### config.mk
export PLATFORM = sky130hd
export DESIGN_NAME = gotm_score
export DESIGN_NICKNAME = d
export VERILOG_FILES = /design/src/gotm_pkg.sv /design/src/gotm_score.sv
export SDC_FILE = /design/constraint.sdc
export NUM_CORES = 2
export LEC_CHECK = 0
export ABC_AREA = 0
export BUFFER_PORTS_ARGS = -buffer_cell sky130_fd_sc_hd__buf_2
export CAP_MARGIN = 10
export CELL_PAD_IN_SITES_DETAIL_PLACEMENT = 1
export CELL_PAD_IN_SITES_GLOBAL_PLACEMENT = 1
export CORE_MARGIN = 4
export CORE_UTILIZATION = 49
export DETAILED_ROUTE_END_ITERATION = 10
export GPL_TIMING_DRIVEN = 0
export HOLD_SLACK_MARGIN = 0.1
export PLACE_DENSITY_LB_ADDON = 0.15
export SYNTH_ARGS = -nofsm -noshare
export SYNTH_HDL_FRONTEND = slang
export SYNTH_SLANG_ARGS = --single-unit
### constraint.sdc
create_clock -name clk_i -period 4.7 [get_ports clk_i]
set_input_delay 0.705 -clock clk_i [delete_from_list [all_inputs] [get_ports clk_i]]
set_output_delay 0.705 -clock clk_i [all_outputs]
set_load 0.05 [all_outputs]
### src/gotm_pkg.sv
// shared constants and types for the greedy task matcher
`default_nettype none
package gotm_pkg;
  localparam int unsigned Depth = 256;
  localparam int unsigned MaxCopies = 8;
  localparam int unsigned IdxW = $clog2(Depth);
  localparam int unsigned CntW = $clog2(Depth + 1);
  localparam logic [47:0] UtilMax = 48'hFFFF_FFFF_FFFF;

  // one table entry as it moves along the chain
  typedef struct packed {
    logic        open;
    logic [31:0] ident;
    logic [15:0] px;
    logic [15:0] py;
    logic [15:0] rad;
    logic [30:0] start;
    logic [30:0] dur;
    logic [15:0] val;
    logic [31:0] age;
  } entry_t;

  // arriving copy as seen by the scoring pipe
  typedef struct packed {
    logic        isw;
    logic [15:0] px;
    logic [15:0] py;
    logic [15:0] rad;
    logic [30:0] start;
    logic [30:0] dur;
    logic [15:0] val;
  } probe_t;
endpackage
`default_nettype wire

### src/gotm_score.sv
// scores one table entry against the arriving copy over two register stages
`default_nettype none
module gotm_score (
  input  wire logic            clk_i,
  input  wire logic            rst_ni,
  input  wire logic            en_i,
  input  wire gotm_pkg::probe_t probe_i,
  input  wire gotm_pkg::entry_t cand_i,
  input  wire logic [gotm_pkg::IdxW-1:0] pos_i,
  output logic                 vld_o,
  output logic [31:0]          gain_o,
  output logic [31:0]          age_o,
  output logic [gotm_pkg::IdxW-1:0] pos_o
);
  logic        s1_q, ok1_q;
  logic [33:0] dx2_q, dy2_q;
  logic [31:0] r2_q, gain1_q, age1_q;
  logic [gotm_pkg::IdxW-1:0] pos1_q;
  logic [31:0] ws, we, ts, te;
  logic [15:0] wx, wy, tx, ty, rr;
  logic signed [16:0] dx, dy;

  // roles of the probe and the stored entry
  always_comb begin
    if (probe_i.isw) begin
      wx = probe_i.px; wy = probe_i.py; rr = probe_i.rad;
      ws = {1'b0, probe_i.start}; we = {1'b0, probe_i.start} + {1'b0, probe_i.dur};
      tx = cand_i.px; ty = cand_i.py;
      ts = {1'b0, cand_i.start}; te = {1'b0, cand_i.start} + {1'b0, cand_i.dur};
    end else begin
      wx = cand_i.px; wy = cand_i.py; rr = cand_i.rad;
      ws = {1'b0, cand_i.start}; we = {1'b0, cand_i.start} + {1'b0, cand_i.dur};
      tx = probe_i.px; ty = probe_i.py;
      ts = {1'b0, probe_i.start}; te = {1'b0, probe_i.start} + {1'b0, probe_i.dur};
    end
    dx = $signed({wx[15], wx}) - $signed({tx[15], tx});
    dy = $signed({wy[15], wy}) - $signed({ty[15], ty});
  end

  // stage one: squares, window test and gain
  always_ff @(posedge clk_i or negedge rst_ni) begin
    if (!rst_ni) begin
      s1_q <= 1'b0;
    end else begin
      s1_q <= en_i && cand_i.open;
    end
  end

  always_ff @(posedge clk_i) begin
    ok1_q   <= (ws < te) && (ts < we);
    dx2_q   <= 34'(dx * dx);
    dy2_q   <= 34'(dy * dy);
    r2_q    <= rr * rr;
    gain1_q <= cand_i.val * probe_i.val;
    age1_q  <= cand_i.age;
    pos1_q  <= pos_i;
  end

  // stage two: distance compare
  always_ff @(posedge clk_i or negedge rst_ni) begin
    if (!rst_ni) begin
      vld_o <= 1'b0;
    end else begin
      vld_o <= s1_q && ok1_q && ((35'(dx2_q) + 35'(dy2_q)) <= 35'(r2_q))
               && (gain1_q != 32'd0);
    end
  end

  always_ff @(posedge clk_i) begin
    gain_o <= gain1_q;
    age_o  <= age1_q;
    pos_o  <= pos1_q;
  end
endmodule
`default_nettype wire

==> impl.org <==
** Critical path
- Crit-path most repeated cell :: fa_1
- R2R depth :: 19
- Setup slack of the most critical reg-to-reg path :: -0.05 ns
- Together, buffers and inverters on the worst path number 12.
- In this run the critical register-to-register path is captured at vld_o.
- Category of the worst setup path launch point :: primary input
- For this design, the slowest cell found on the critical path is fa_1.
- For this run, the slowest stage of the critical path takes about 0.53 ns.
- Crit end category :: register
- Critical-path maximum fanout :: 6
- By startpoint and endpoint, the worst setup path is classified as primary input to register.
- Cell family contributing the most delay on the critical path :: adder cells
- At the worst endpoint, the arrival time is a little under 10 ns.
- Critical R2R Launch :: dx2_q[4]
- STA puts the critical path data required time at between 5 and 6 ns.

** GRT
- Global routing used 30.54% of the available tracks.
- Global-route wire length before repair :: roughly 250000 um
- Via count of the first global-routing pass :: roughly 46000
- Initial antenna violation count :: 23
- Maximum number of pins on one net before global-route repair :: 15
- Total congestion overflow :: 0

** Min path
- The worst hold path belongs to the class primary input to register.
- Cells on Worst Hold Path :: 1
- Hold worst-path end :: age1_q[27]
- Hold_sp :: cand_i[27]

** Synthesis
- Number of synthesized flops with an enable pin :: 0
- Of the post-synthesis cell area, the part taken by muxes is ~4.2%.
- Among all cell types in the netlist, the one instantiated most often is inv_1.
- Post-Synth Simple-Gate Area :: between 10 and 15%
- In the post-synthesis netlist, the biggest area contributors are fa_1 (37%), ha_1 (15%), dfxtp_1 (9.8%).
- Commonest cells in the synthesized netlist :: inv_1 (1164), fa_1 (902), ha_1 (583)
- Number of instances in the synthesized netlist :: 5368
- Combined area of all synthesized cells :: roughly 50000 um^2
- Largest family of logic cells by synthesized area :: adder cells
- Post-Synth Adder-Cell Area :: between 50 and 60%
- Total of warnings raised by yosys :: 0
- Averaged over all synthesized cells, the footprint is about 9 um^2.
- In the synthesized netlist the dominant register cell turns out to be dfxtp_1.
- Portion of synthesized cell area occupied by the leading cell type :: a little over a third
- Share of synthesized area occupied by flip-flops and latches :: under 10%
- Summing the areas of all compound-gate instances in the mapped netlist gives a little under a tenth of the synthesized area.
- Counting flops and latches in the post-synthesis netlist gives ~240.
- Synthesis produced a netlist with a net count of roughly 7200.
- Biggest area consumer among synthesized cells :: fa_1
- Of all flip-flops after synthesis, the portion carrying an async set or reset was less than 1%.
- XOR/XNOR share of the synthesized area :: between 4 and 5%
- Yosys mapped the design onto 84 distinct sky130hd cell types.

** Placement
- After legalization and detailed placement, the total HPWL measured 132600 um.
- During placement, the flow inserted port buffers numbering roughly 370.
- Routability-driven placement finished with a final weighted congestion of between 0.9 and 1.

** STA
- Final clock skew :: roughly 0.019 ns
- Peak clock frequency supported by timing :: 109.6 MHz
- Setup violation total in the final timing report :: roughly 110
- Setup total negative slack on the finished layout was measured at -246.86 ns.
- Setup slack on the critical path of the routed design comes to -4.427 ns.
- Final hold viol count :: 0
- Period utilization :: 194.2%
- Measured against its own limit, the worst slew margin works out to 37.90%.
- Setup repair after global routing could not meet its margin everywhere.
- For the pin with the worst max-slew slack, the measured transition is roughly 0.93 ns.
- Post-layout min period :: roughly 9.1 ns
- The final-report max-slew violation count is 0.

** Floorplan
- From left edge to right edge, the die measures around 330 um.
- Die Outline Area :: ~110000 um^2
- For this configuration, the core starts out at a cell density of approximately 50%.
- 402 I/O pins were placed.
- After floorplanning, the core was sized to cover around 100000 um^2.
- Placement row count :: 116
- In this run the vertical extent of the chip is 325.4 um.

** Routing
- The routed layout has approximately 40000 vias.
- Number of antenna-violating nets in the routed design :: 0
- In the routed design, unresolved DRC markers number 0.
- In this run, the number of DRC markers left after iteration 0 of detailed routing was between 1500 and 2000.
- Detailed-route wire length per cell :: 22.65 um
- Dividing the detail-routed via count by the number of cells gives around 5.5.
- The first TritonRoute pass finished after 7 iterations.
- Drt total wl :: ~160000 um

** Clocking
- Number of buffers added by the clock tree synthesis step :: 26
- At the later pin of the worst-skew pair, clock insertion delay measures around 0.60 ns.
- Clock tree sinks :: roughly 240
- Maximum buffer depth of the clock tree :: 3
- CTS placed an instance of clkbuf_16 at the clock tree root.
- Clock-pin slew was measured on the worst setup and hold paths at ~0.060 ns.
- CTS H-tree lvls :: 1
- Clock tree from TritonCTS :: built

** Run
- Total of max-cap violations :: 0

** Status
- The flow ran to the end, but the final reports show violations.
- The checks that failed: setup timing.

** Finish
- Area added between synthesis and finish :: 19.78%
- Of the cells placed in the final design, the portion with a size suffix greater than 1 is between 20% and 30%.
- Filler cell count in the final layout :: around 11000
- NumNets Final :: slightly below 8000
- Once layout is complete, the utilization of the core stands at approximately 59%.
-- per-stage QoR --
step                instances  setup WS, ns  hold slack (ns)  area [um^2]
detailed placement       7037        -6.481           0.3132        54730
global route             7274        -4.657           0.1853        59110
finish                   7278        -4.427           0.2082        59120
global placement         7035        -6.658           0.3096        54700
floorplan                5368        -4.027           0.3096        51230
CTS                      7211        -4.403           0.1799        58040
-- repair_timing --
item	CTS	global route
gates resized for setup	327	177
setup endpoints to repair	109	108
hold buffers	1	0
endpoints found under the hold margin	2	0
gates cloned	1	0
buffers inserted	126	69
pin swaps	149	109
-- worst register-to-register path: stages (launching register included) --
cell and delay (ns):
dfxtp_1 0.31, ha_1 0.34, inv_1 0.07, o21bai_1 0.25, a2111oi_2 0.13, o21a_1 0.23
o41ai_2 0.57, a311oi_2 0.24, o211ai_1 0.45, a31o_2 0.23, a21oi_1 0.08, xnor2_1 0.33
ha_1 0.32, a21oi_1 0.15, nor2b_1 0.07, o21ai_0 0.15, o211ai_1 0.12, a21oi_1 0.14
o21ai_0 0.11, a21oi_2 0.33
-- metal layers --
layer	track usage, %	wire length, um	part of all wire [%]	vias to the layer above
met1	35.89	63240	38	20617
met5	0	128	0.078	-
li1	-	-	-	18033
met4	11.64	6816	4.1	20
met3	7.380	11560	7.0	350
met2	54.03	83090	50	1201
-- layout by cell type, fill, tap and decap left out, types with 84 or more instances in the layout --
master	instances
a21o_1	130
a21oi_1	157
and2_1	126
buf_2	347
buf_4	168
dfxtp_1	242
fa_1	873
ha_1	523
inv_1	1113
mux2_2	98
mux2i_1	84
nand2_1	428
nor2_1	324
xnor2_1	157
-- worst max path at each step --
stage	cells after the start	slack (ns)	startpoint	end
after floorplan	36	-4.03	probe_i[126]	dy2_q[33]
after global placement	34	-6.66	probe_i[126]	dx2_q[33]
after detailed placement	33	-6.48	probe_i[126]	dx2_q[33]
after CTS	44	-4.40	probe_i[126]	dy2_q[33]
after global routing	42	-4.66	probe_i[126]	dy2_q[33]
final	41	-4.43	probe_i[126]	dy2_q[33]
-- state kept, by name, summed over array words and instances (netlist names) --
name and count:
age1_q 32, age_o 32, dx2_q 33, dy2_q 33, gain1_q 32, gain_o 32
ok1_q 1, pos1_q 8, pos_o 8, r2_q 31, s1_q 1, vld_o 1
-- area by class of cell --
class / count / area [um^2] / area share (%)
multi-input cells: 3827 / 42230 / 71.42
flip-flops and latches: 244 / 4895 / 8.279
inverters: 1181 / 4499 / 7.610
repair buffers: 557 / 3565 / 6.029
well taps: 1298 / 1624 / 2.747
plain buffers: 114 / 1439 / 2.434
clock buffers: 37 / 742.0 / 1.255
clock inverters: 11 / 111.4 / 0.1883
diodes: 9 / 22.52 / 0.03809
-- logic make-up after synthesis --
| logic type | after synthesis |
|---|---|
| multiplexers | 196 |
| buffers and inverters | 1297 |
| XOR/XNOR | 239 |
| AND/OR/NAND/NOR | 1227 |
| adder cells (fa/ha/maj) | 1485 |
| AO/OA/AOI/OAI | 680 |
| flip-flops | 244 |
Power is not shown: default switching activity piles up to over one toggle a cycle in this logic, so the estimate is an artifact.
