File: config.mk
export PLATFORM = sky130hd
export DESIGN_NAME = gotm_cell
export DESIGN_NICKNAME = d
export VERILOG_FILES = /design/src/gotm_pkg.sv /design/src/gotm_cell.sv
export SDC_FILE = /design/constraint.sdc
export NUM_CORES = 1
export LEC_CHECK = 0
export ABC_AREA = 1
export BUFFER_PORTS_ARGS = -buffer_cell sky130_fd_sc_hd__clkbuf_2
export CAP_MARGIN = 15
export CORE_AREA = 2 2 227 229
export DETAILED_ROUTE_END_ITERATION = 10
export DIE_AREA = 0 0 229 231
export GPL_TIMING_DRIVEN = 0
export SKIP_LAST_GASP = 1
export SYNTH_ARGS = -nofsm -noshare
export SYNTH_HDL_FRONTEND = slang
export SYNTH_SLANG_ARGS = --single-unit
File: constraint.sdc
create_clock -name clk_i -period 0.9 [get_ports clk_i]
set_input_delay 0.045 -clock clk_i [delete_from_list [all_inputs] [get_ports clk_i]]
set_output_delay 0.045 -clock clk_i [all_outputs]
set_load 0.01 [all_outputs]
File: src/gotm_pkg.sv
// shared constants and types for the greedy task matcher
`default_nettype none
package gotm_pkg;
  localparam int unsigned Depth = 256;
  localparam int unsigned MaxCopies = 8;
  localparam int unsigned IdxW = $clog2(Depth);
  localparam int unsigned CntW = $clog2(Depth + 1);
  localparam logic [47:0] UtilMax = 48'hFFFF_FFFF_FFFF;

  // one table entry as it moves along the chain
  typedef struct packed {
    logic        open;
    logic [31:0] ident;
    logic [15:0] px;
    logic [15:0] py;
    logic [15:0] rad;
    logic [30:0] start;
    logic [30:0] dur;
    logic [15:0] val;
    logic [31:0] age;
  } entry_t;

  // arriving copy as seen by the scoring pipe
  typedef struct packed {
    logic        isw;
    logic [15:0] px;
    logic [15:0] py;
    logic [15:0] rad;
    logic [30:0] start;
    logic [30:0] dur;
    logic [15:0] val;
  } probe_t;
endpackage
`default_nettype wire

File: src/gotm_cell.sv
// one table entry: holds state, shifts along the ring and can be loaded or closed
`default_nettype none
module gotm_cell (
  input  wire logic            clk_i,
  input  wire logic            rst_ni,
  input  wire logic            shift_i,
  input  wire logic            load_i,
  input  wire gotm_pkg::entry_t load_data_i,
  input  wire logic            close_i,
  input  wire gotm_pkg::entry_t prev_i,
  output gotm_pkg::entry_t     entry_o
);
  gotm_pkg::entry_t entry_q, entry_d;

  // shift in from the neighbor, or load / close when selected (the last ring position)
  always_comb begin
    entry_d = entry_q;
    if (shift_i) entry_d = prev_i;
    if (load_i) entry_d = load_data_i;
    if (close_i) entry_d.open = 1'b0;
  end

  always_ff @(posedge clk_i or negedge rst_ni) begin
    if (!rst_ni) begin
      entry_q <= '0;
    end else begin
      entry_q <= entry_d;
    end
  end

  assign entry_o = entry_q;
endmodule
`default_nettype wire

==> run metrics, run 1 <==
max-cap viol count 0; share of the synthesized area in the top cell type 58.25%; initial antenna violation count 9; row cnt 83; Vias 11699; Vias/cell 4.186; max reg flops 191; maximum buffer depth of the clock tree 2; Final ANT Viol Nets 0; R2R setup slack 0 ns; Die Y 231 um; # DRC 0; post-synth cell types 10; critical path arrival 1.11 ns; Fmax 0.8662 GHz; share of the clock period used by the worst path 128.3%; CTS tree yes; Post-Route WL 47970 um; LEAKAGE 0.009175 uW; required time worst endpoint 0.85 ns; core area 50680 sq um; Worst Max-Slew Pin Slew 0.8607 ns; # IOs 578; H-tree Lvls 4; vias in the first global route 12276; Die Width 229 um; synthesized instance count 1026; total track usage 17.36%; grt ovf 0; clock network latency to the later pin of the worst-skew pair 0.49 ns; Clock Skews 0 ns; Initial Util 16.19%; Worst slew margin 42.62%; dpl hpwl 32690 um; Crit-path slowest cell dfrtp_1; clk root buf clkbuf_16; Worst setup EP type output port; worst setup margin -0.2544 ns; Synth area leaders dfrtp_1 58%, nand2_1 26%, nand3_1 12%; Port Buffers 576; Syn-to-layout area delta 114.5%; largest net degree at the start of global routing 98; Num Clock Sinks 191; RSZ-0062 raised after global routing yes; Post-Place Cell Area 11980 sq um; outcome finished, violations left; sum of buffers and inverters on the critical path 1; RePlAce Congestion 0.9533; Seq pwr share 39.7%; Critical Path Fanout Max 2; Cell Chain, Critical Path buf_2; Total Power 25120 uW; sequential fraction of the synthesis area 58.25%; cell area after synthesis 8205 sq um; CP delay by family, top flip-flops; Synthesized Nets 1413; Logic pwr share 25.7%; CP peak stage delay 0.45 ns; Pre-Repair DR Iteration Count 5; reg2reg path depth 4; Reg2Reg Capture Point entry_o[135]; post-route cell area 17600 sq um; Net Sw Frac 28.92%; CTS buffer count 17; Yosys reg bits 191; Setup CP Type flip-flop to output port; global-route wire length before repair 69640 um; Wirelength per Cell 17.16 um; Slew Viols, Final 0; # nets final 2486; VDD IR max 0.001231 V; final core occ 34.72%; full die area 52900 sq um; hold crit path type input port to async pin; Iter 0 DRT Violations 605; cell internal pwr 17850 uW; Worst-path clk slew 0.08 ns; Reg2Reg Launch Point entry_o[135]; Critical Path Start Type flip-flop; final period demand of the worst path 1.154 ns; net switching power figure 7262 uW; Setup Viol. Count Final 191; share of post-route cells with drive strength above 1 36.74%; Power Density 1427 nW/um^2; clock power share 34.6%; synthesized area per cell 7.997 sq um; Worst setup startpoint entry_o[51]; violated checks negative hold slack, negative setup slack; count of warnings emitted by yosys 0; post-synth top area cell dfrtp_1; Hold Slack -0.4100 ns; Final Hold Vio Count 96
-- placed cells by master (no fill, tap or decap) --
| cell | Yosys | final |
|---|---|---|
| buf_1 | 4 | 1 |
| buf_12 | 0 | 1 |
| buf_16 | 0 | 1 |
| buf_2 | 35 | 34 |
| buf_4 | 0 | 99 |
| buf_6 | 0 | 40 |
| buf_8 | 0 | 2 |
| bufinv_16 | 0 | 5 |
| clkbuf_1 | 24 | 5 |
| clkbuf_16 | 0 | 17 |
| clkbuf_2 | 0 | 543 |
| clkbuf_4 | 0 | 2 |
| clkbuf_8 | 0 | 6 |
| clkinv_2 | 0 | 2 |
| clkinv_4 | 0 | 4 |
| dfrtp_1 | 191 | 189 |
| dfrtp_2 | 0 | 2 |
| diode_2 | 0 | 3 |
| dlygate4sd3_1 | 0 | 383 |
| inv_1 | 3 | 3 |
| inv_2 | 1 | 1 |
| inv_6 | 0 | 3 |
| inv_8 | 0 | 1 |
| nand2_1 | 574 | 566 |
| nand2_2 | 0 | 8 |
| nand3_1 | 192 | 188 |
| nand3_2 | 0 | 4 |
| nor2_1 | 1 | 1 |
| nor2_4 | 1 | 1 |
-- cell type report --
type	count	area, sq um
flip-flops and latches	191	4782
clock buffers	17	425.4
multi-input cells	768	3171
repair buffers	1055	7790
plain buffers	62	322.8
well taps	680	850.8
fillers	4994	33080
clock inverters	15	232.7
inverters	4	15.01
diodes	3	7.507
-- how the worst max path moves through the flow --
stage | endpoint | slack, ns | depth (start not counted)
5_1_grt | entry_o[51] | -0.29 | 1
3_5_place_dp | entry_o[68] | -1.12 | 5
6_report | entry_o[51] | -0.25 | 1
3_3_place_gp | entry_o[177] | -4.12 | 1
4_1_cts | entry_o[98] | -0.30 | 1
2_1_floorplan | entry_o[101] | 0.009 | 6
-- layer usage --
layer | GRT usage (%) | share of wire (%)
met3 | 5.336 | 8.4
met2 | 30.57 | 50
met4 | 10.98 | 5.6
met5 | 0 | 0.096
met1 | 17.98 | 36
-- power by group through the flow --
stage	clock [uW]	sequential (uW)	combinational, uW
floorplan	0	10400	1180
global placement	0	10000	4090
detailed placement	0	10000	4140
CTS	9050	9890	5780
global route	9320	10000	6950
finish	8690	9960	6460
-- kinds of logic after synthesis --
kind of cell / share of synthesized area (%)
AND/OR/NAND/NOR: 38.15
flip-flops: 58.25
buffers and inverters: 3.599
-- cell usage after synthesis --
cell	n
inv_1	3
nand3_1	192
buf_2	35
nor2_1	1
buf_1	4
clkbuf_1	24
inv_2	1
dfrtp_1	191
nand2_1	574
nor2_4	1
-- stage by stage --
stage / setup WS [ns] / setup TNS, ns / hold WS, ns / instances
final: -0.2544 / -29.81 / -0.4100 / 2795
after global routing: -0.2926 / -40.04 / -0.3582 / 2795
after CTS: -0.3032 / -39.50 / -0.3966 / 2734
after detailed placement: -1.124 / -156.36 / 0.1692 / 2283
after global placement: -4.123 / -910.11 / 0.2518 / 2282
after floorplan: 0.009280 / 0 / -0.2506 / 1026
-- what timing repair did --
item | 4_1_cts | 5_1_grt
hold endpoints to repair | 287 | 97
setup endpoints to repair | 333 | 334
setup buffers | 37 | 59
gates resized for setup | 31 | 143
hold buffers | 382 | 1
pin swaps | 1 | 6
No activity file was read; power rests on OpenSTA's default activity.
==> inputs of run 2 (changes only) <==
--- a/config.mk
+++ b/config.mk
@@ -8,9 +8,10 @@
 export ABC_AREA = 1
 export BUFFER_PORTS_ARGS = -buffer_cell sky130_fd_sc_hd__clkbuf_2
 export CAP_MARGIN = 15
-export CORE_AREA = 2 2 227 229
+export CORE_AREA = 2 2 224 226
+export CTS_BUF_LIST = sky130_fd_sc_hd__clkbuf_2 sky130_fd_sc_hd__clkbuf_4 sky130_fd_sc_hd__clkbuf_8
 export DETAILED_ROUTE_END_ITERATION = 10
-export DIE_AREA = 0 0 229 231
+export DIE_AREA = 0 0 226 228
 export GPL_TIMING_DRIVEN = 0
 export SKIP_LAST_GASP = 1
 export SYNTH_ARGS = -nofsm -noshare
==> run metrics, run 2 (synthesis results as in run 1) <==
outcome finished, violations left; violated checks negative hold slack, negative setup slack; Power Density 1289 nW/um^2; row cnt 82; maximum buffer depth of the clock tree 2; Post-Place Cell Area 11970 sq um; Cell Chain, Critical Path buf_6; global-route wire length before repair 69070 um; Die Y 228 um; hold crit path type input port to async pin; Worst slew margin 45.13%; highest-count cells in the layout ignoring fill and taps 574 x nand2_1, 519 x clkbuf_2, 387 x dlygate4sd3_1; Critical Path Start Type flip-flop; # IOs 578; Slew Viols, Final 0; # nets final 2483; CP delay by family, top flip-flops; reg2reg path depth 4; # DRC 0; Crit-path slowest cell dfrtp_2; Fmax 0.8112 GHz; Reg2Reg Capture Point entry_o[27]; sum of buffers and inverters on the critical path 1; core area 49350 sq um; full die area 51530 sq um; Final ANT Viol Nets 0; share of post-route cells with drive strength above 1 35.18%; largest net degree at the start of global routing 98; Num Clock Sinks 191; clock network latency to the later pin of the worst-skew pair 0.56 ns; RSZ-0062 raised after global routing yes; max-cap viol count 0; vias in the first global route 12607; Worst setup startpoint entry_o[179]; Vias 11808; Setup CP Type flip-flop to output port; CP peak stage delay 0.48 ns; Worst setup EP type output port; Critical Path Fanout Max 2; Die Width 226 um; most common cell after layout, fill and taps aside nand2_1; Vias/cell 4.238; Hold Slack -0.4390 ns; critical path arrival 1.19 ns; CTS buffer count 17; Post-Route WL 47290 um; grt ovf 0; required time worst endpoint 0.85 ns; R2R setup slack -0.07 ns; Iter 0 DRT Violations 670; CTS hold repair buffers 394; Syn-to-layout area delta 110.6%; final period demand of the worst path 1.233 ns; Final TNS setup -45.77 ns; RePlAce Congestion 0.9074; initial antenna violation count 6; VDD IR max 0.0006952 V; Reg2Reg Launch Point entry_o[27]; fillcell total 4765; worst setup margin -0.3327 ns; Worst-path clk slew 0.12 ns; Port Buffers 576; Final Hold Vio Count 94; Initial Util 16.63%; Pre-Repair DR Iteration Count 5; dpl hpwl 30280 um; clk root buf clkbuf_8; LEAKAGE 0.008959 uW; max reg flops 191; Worst Max-Slew Pin Slew 0.8231 ns; post-route cell area 17280 sq um; share of the clock period used by the worst path 137.0%; H-tree Lvls 4; Setup Viol. Count Final 199; CTS tree yes; total track usage 17.84%; Clock Skews 0 ns; Wirelength per Cell 16.97 um
## run 2: worst max path at each step
stage | to | cells past startpoint
6_report | entry_o[179] | 1
5_1_grt | entry_o[179] | 1
4_1_cts | entry_o[179] | 1
3_5_place_dp | entry_o[92] | 6
3_3_place_gp | entry_o[121] | 1
2_1_floorplan | entry_o[101] | 6
## run 2: stage by stage
| step | setup WS, ns | util, % | std cells | hold WS [ns] | total power, uW |
|---|---|---|---|---|---|
| 2_1_floorplan | 0.009280 | - | 1026 | -0.2506 | 11540 |
| 3_3_place_gp | -4.126 | 24.17 | 2274 | 0.2508 | 14050 |
| 3_5_place_dp | -1.203 | 24.25 | 2275 | 0.1839 | 14130 |
| 4_1_cts | -0.4135 | 33.57 | 2733 | -0.4888 | 21780 |
| 5_1_grt | -0.4272 | 35.00 | 2784 | -0.4507 | 23440 |
| 6_report | -0.3327 | 35.01 | 2786 | -0.4390 | 22280 |
## run 2: repair_timing
| action | 4_1_cts | 5_1_grt |
|---|---|---|
| gates resized for setup | 9 | 150 |
| endpoints found under the setup margin | 301 | 215 |
| pin swaps | 1 | 0 |
| buffers inserted | 32 | 55 |
| endpoints found under the hold margin | 285 | 94 |
## run 2: metal layers
metal / up-vias / track usage [%] / part of all wire, %
li1: 5390 / - / -
met1: 5420 / 18.88 / 37
met2: 812 / 29.32 / 47
met3: 186 / 5.410 / 8.5
met4: 0 / 14.30 / 6.9
met5: - / 0 / 0
## run 2: report_power, final
part | switching [uW] | leakage [uW] | internal [uW]
Sequential | 594 | 0.00231 | 9380
Combinational | 2950 | 0.00645 | 3490
Clock | 3560 | 0.000197 | 2300
Total | 7110 | 0.00896 | 15200
## run 2: final cells by class
class                           instances  area (sq um)  share of cell area (%)
Antenna cell                            5         12.51                 0.07242
Multi-Input combinational cell        768          3131                   18.12
Inverter                                4         15.01                 0.08690
Clock inverter                         14         137.6                  0.7966
Timing Repair Buffer                 1051          7807                   45.19
Tap cell                              672         840.8                   4.866
Buffer                                 63         301.5                   1.745
Clock buffer                           18         247.7                   1.434
Sequential cell                       191          4785                   27.69
==> inputs of run 3 (changes only) <==
--- a/config.mk
+++ b/config.mk
@@ -8,10 +8,10 @@
 export ABC_AREA = 1
 export BUFFER_PORTS_ARGS = -buffer_cell sky130_fd_sc_hd__clkbuf_2
 export CAP_MARGIN = 15
-export CORE_AREA = 2 2 224 226
+export CORE_AREA = 2 2 225 227
 export CTS_BUF_LIST = sky130_fd_sc_hd__clkbuf_2 sky130_fd_sc_hd__clkbuf_4 sky130_fd_sc_hd__clkbuf_8
 export DETAILED_ROUTE_END_ITERATION = 10
-export DIE_AREA = 0 0 226 228
+export DIE_AREA = 0 0 227 229
 export GPL_TIMING_DRIVEN = 0
 export SKIP_LAST_GASP = 1
 export SYNTH_ARGS = -nofsm -noshare
==> constraint.sdc (replaced) <==
create_clock -name clk_i -period 1.21 [get_ports clk_i]
set_input_delay 0.0605 -clock clk_i [delete_from_list [all_inputs] [get_ports clk_i]]
set_output_delay 0.0605 -clock clk_i [all_outputs]
set_load 0.01 [all_outputs]
==> run metrics, run 3 (synthesis results as in run 1) <==
outcome finished, violations left; violated checks negative setup slack; core area 49660 sq um; worst setup margin -0.006743 ns; Power Density 986.8 nW/um^2; flip-flop and latch area 4781 sq um; Initial Util 16.52%; Vias 11852; VDD IR max 0.0005011 V; largest net degree at the start of global routing 99; Clock Skews 0 ns; Port Buffers 576; max reg flops 191; max-cap viol count 0; dpl hpwl 32300 um; initial antenna violation count 9; reg2reg path depth 4; R2R setup slack 0.27 ns; Slew Viols, Final 0; Worst setup EP type flip-flop; Wirelength per Cell 17.73 um; highest-count cells in the layout ignoring fill and taps 574 x nand2_1, 518 x clkbuf_2, 383 x dlygate4sd3_1; Pre-Repair DR Iteration Count 5; Worst slew margin 52.10%; Fmax 0.8219 GHz; full die area 51980 sq um; Die Y 229 um; Syn-to-layout area delta 110.2%; vias in the first global route 12393; Critical Path Fanout Max 10; RePlAce Congestion 0.9285; RSZ-0062 raised after global routing yes; multi-input logic area 3131 sq um; # IOs 578; row cnt 82; total track usage 17.83%; H-tree Lvls 4; fillcell total 4907; # nets final 2471; Worst-path clk slew 0.11 ns; Setup CP Type input port to flip-flop; Critical Path Start Type input port; Final Hold Vio Count 0; share of the clock period used by the worst path 100.6%; required time worst endpoint 1.69 ns; global-route wire length before repair 69150 um; Place WS -1.092 ns; grt ovf 0; # DRC 0; share of post-route cells with drive strength above 1 34.72%; Hold Slack 0.09921 ns; maximum buffer depth of the clock tree 2; Iter 0 DRT Violations 712; Worst Max-Slew Pin Slew 0.7185 ns; clock network latency to the later pin of the worst-skew pair 0.54 ns; Die Width 227 um; clk root buf clkbuf_8; critical path arrival 1.70 ns; final period demand of the worst path 1.217 ns; CTS tree yes; hold crit path type input port to async pin; CTS buffer count 17; LEAKAGE 0.008932 uW; Vias/cell 4.273; Num Clock Sinks 191; Final ANT Viol Nets 0; most common cell after layout, fill and taps aside nand2_1; Post-Route WL 49180 um; Setup Viol. Count Final 3
[run 3: changes by cell type in the layout (fill, tap and decap cells not counted), sizes merged]
cell | before | now
inv | 6 | 12
dlygate4sd3 | 387 | 383
clkbuf | 561 | 562
clkinv | 10 | 3
bufinv | 1 | 3
buf | 184 | 174
[run 3: what timing repair did]
| item | CTS | global route |
|---|---|---|
| endpoints found under the hold margin | 382 | 6 |
| pin swaps | 1 | 0 |
| setup buffers | 33 | 45 |
| hold buffers | 383 | 6 |
| resized for setup | 20 | 116 |
| endpoints found under the setup margin | 186 | 190 |
[run 3: final cells by class]
class | instances | area share (%)
antenna | 5 | 0.07256
clock buffer | 17 | 1.357
sequential | 191 | 27.72
buffer | 63 | 1.654
multi-input combinational | 768 | 18.15
timing repair buffer | 1039 | 44.93
clock inverter | 15 | 1.146
inverter | 4 | 0.08707
tap | 672 | 4.876
[run 3: worst max-delay path: stages]
cell and delay [ns]:
buf_2 0.14, nor2_4 0.42, clkbuf_4 0.41, buf_2 0.37, nand2_1 0.16, nand3_1 0.10
[run 3: final timing paths]
check | start | endpoint
worst max-delay path | load_i | entry_o[107]
worst min-delay path | rst_ni | entry_o[147]
worst max register to register | entry_o[32] | entry_o[32]
worst min register to register | entry_o[96] | entry_o[96]
max in group asynchronous | rst_ni | entry_o[64]
min in group clk_i | load_i | entry_o[78]
[run 3: power breakdown]
part / internal [uW] / switching, uW
Combinational: 2570 / 2240
Clock: 2110 / 2680
Sequential: 6980 / 435
Total: 11700 / 5360
[run 3: through the flow]
step	total power (uW)	util (%)	setup TNS, ns	cell area (sq um)	cells
2_1_floorplan	8580	-	0	8205	1026
3_3_place_gp	10480	24.02	-772.35	11930	2274
3_5_place_dp	10540	24.15	-66.02	11990	2276
4_1_cts	16670	33.40	-3.766	16590	2724
5_1_grt	17860	34.72	-3.804	17240	2773
6_report	17020	34.73	-0.01077	17240	2774
[run 3: layer usage]
metal	part of all wire (%)	vias up	global-route usage, %	wire length [um]
li1	-	5358	-	-
met1	36	5507	18.45	17590
met2	48	807	30.68	23410
met3	9.6	178	5.221	4711
met4	7.0	2	12.68	3458
met5	0.024	-	0	12
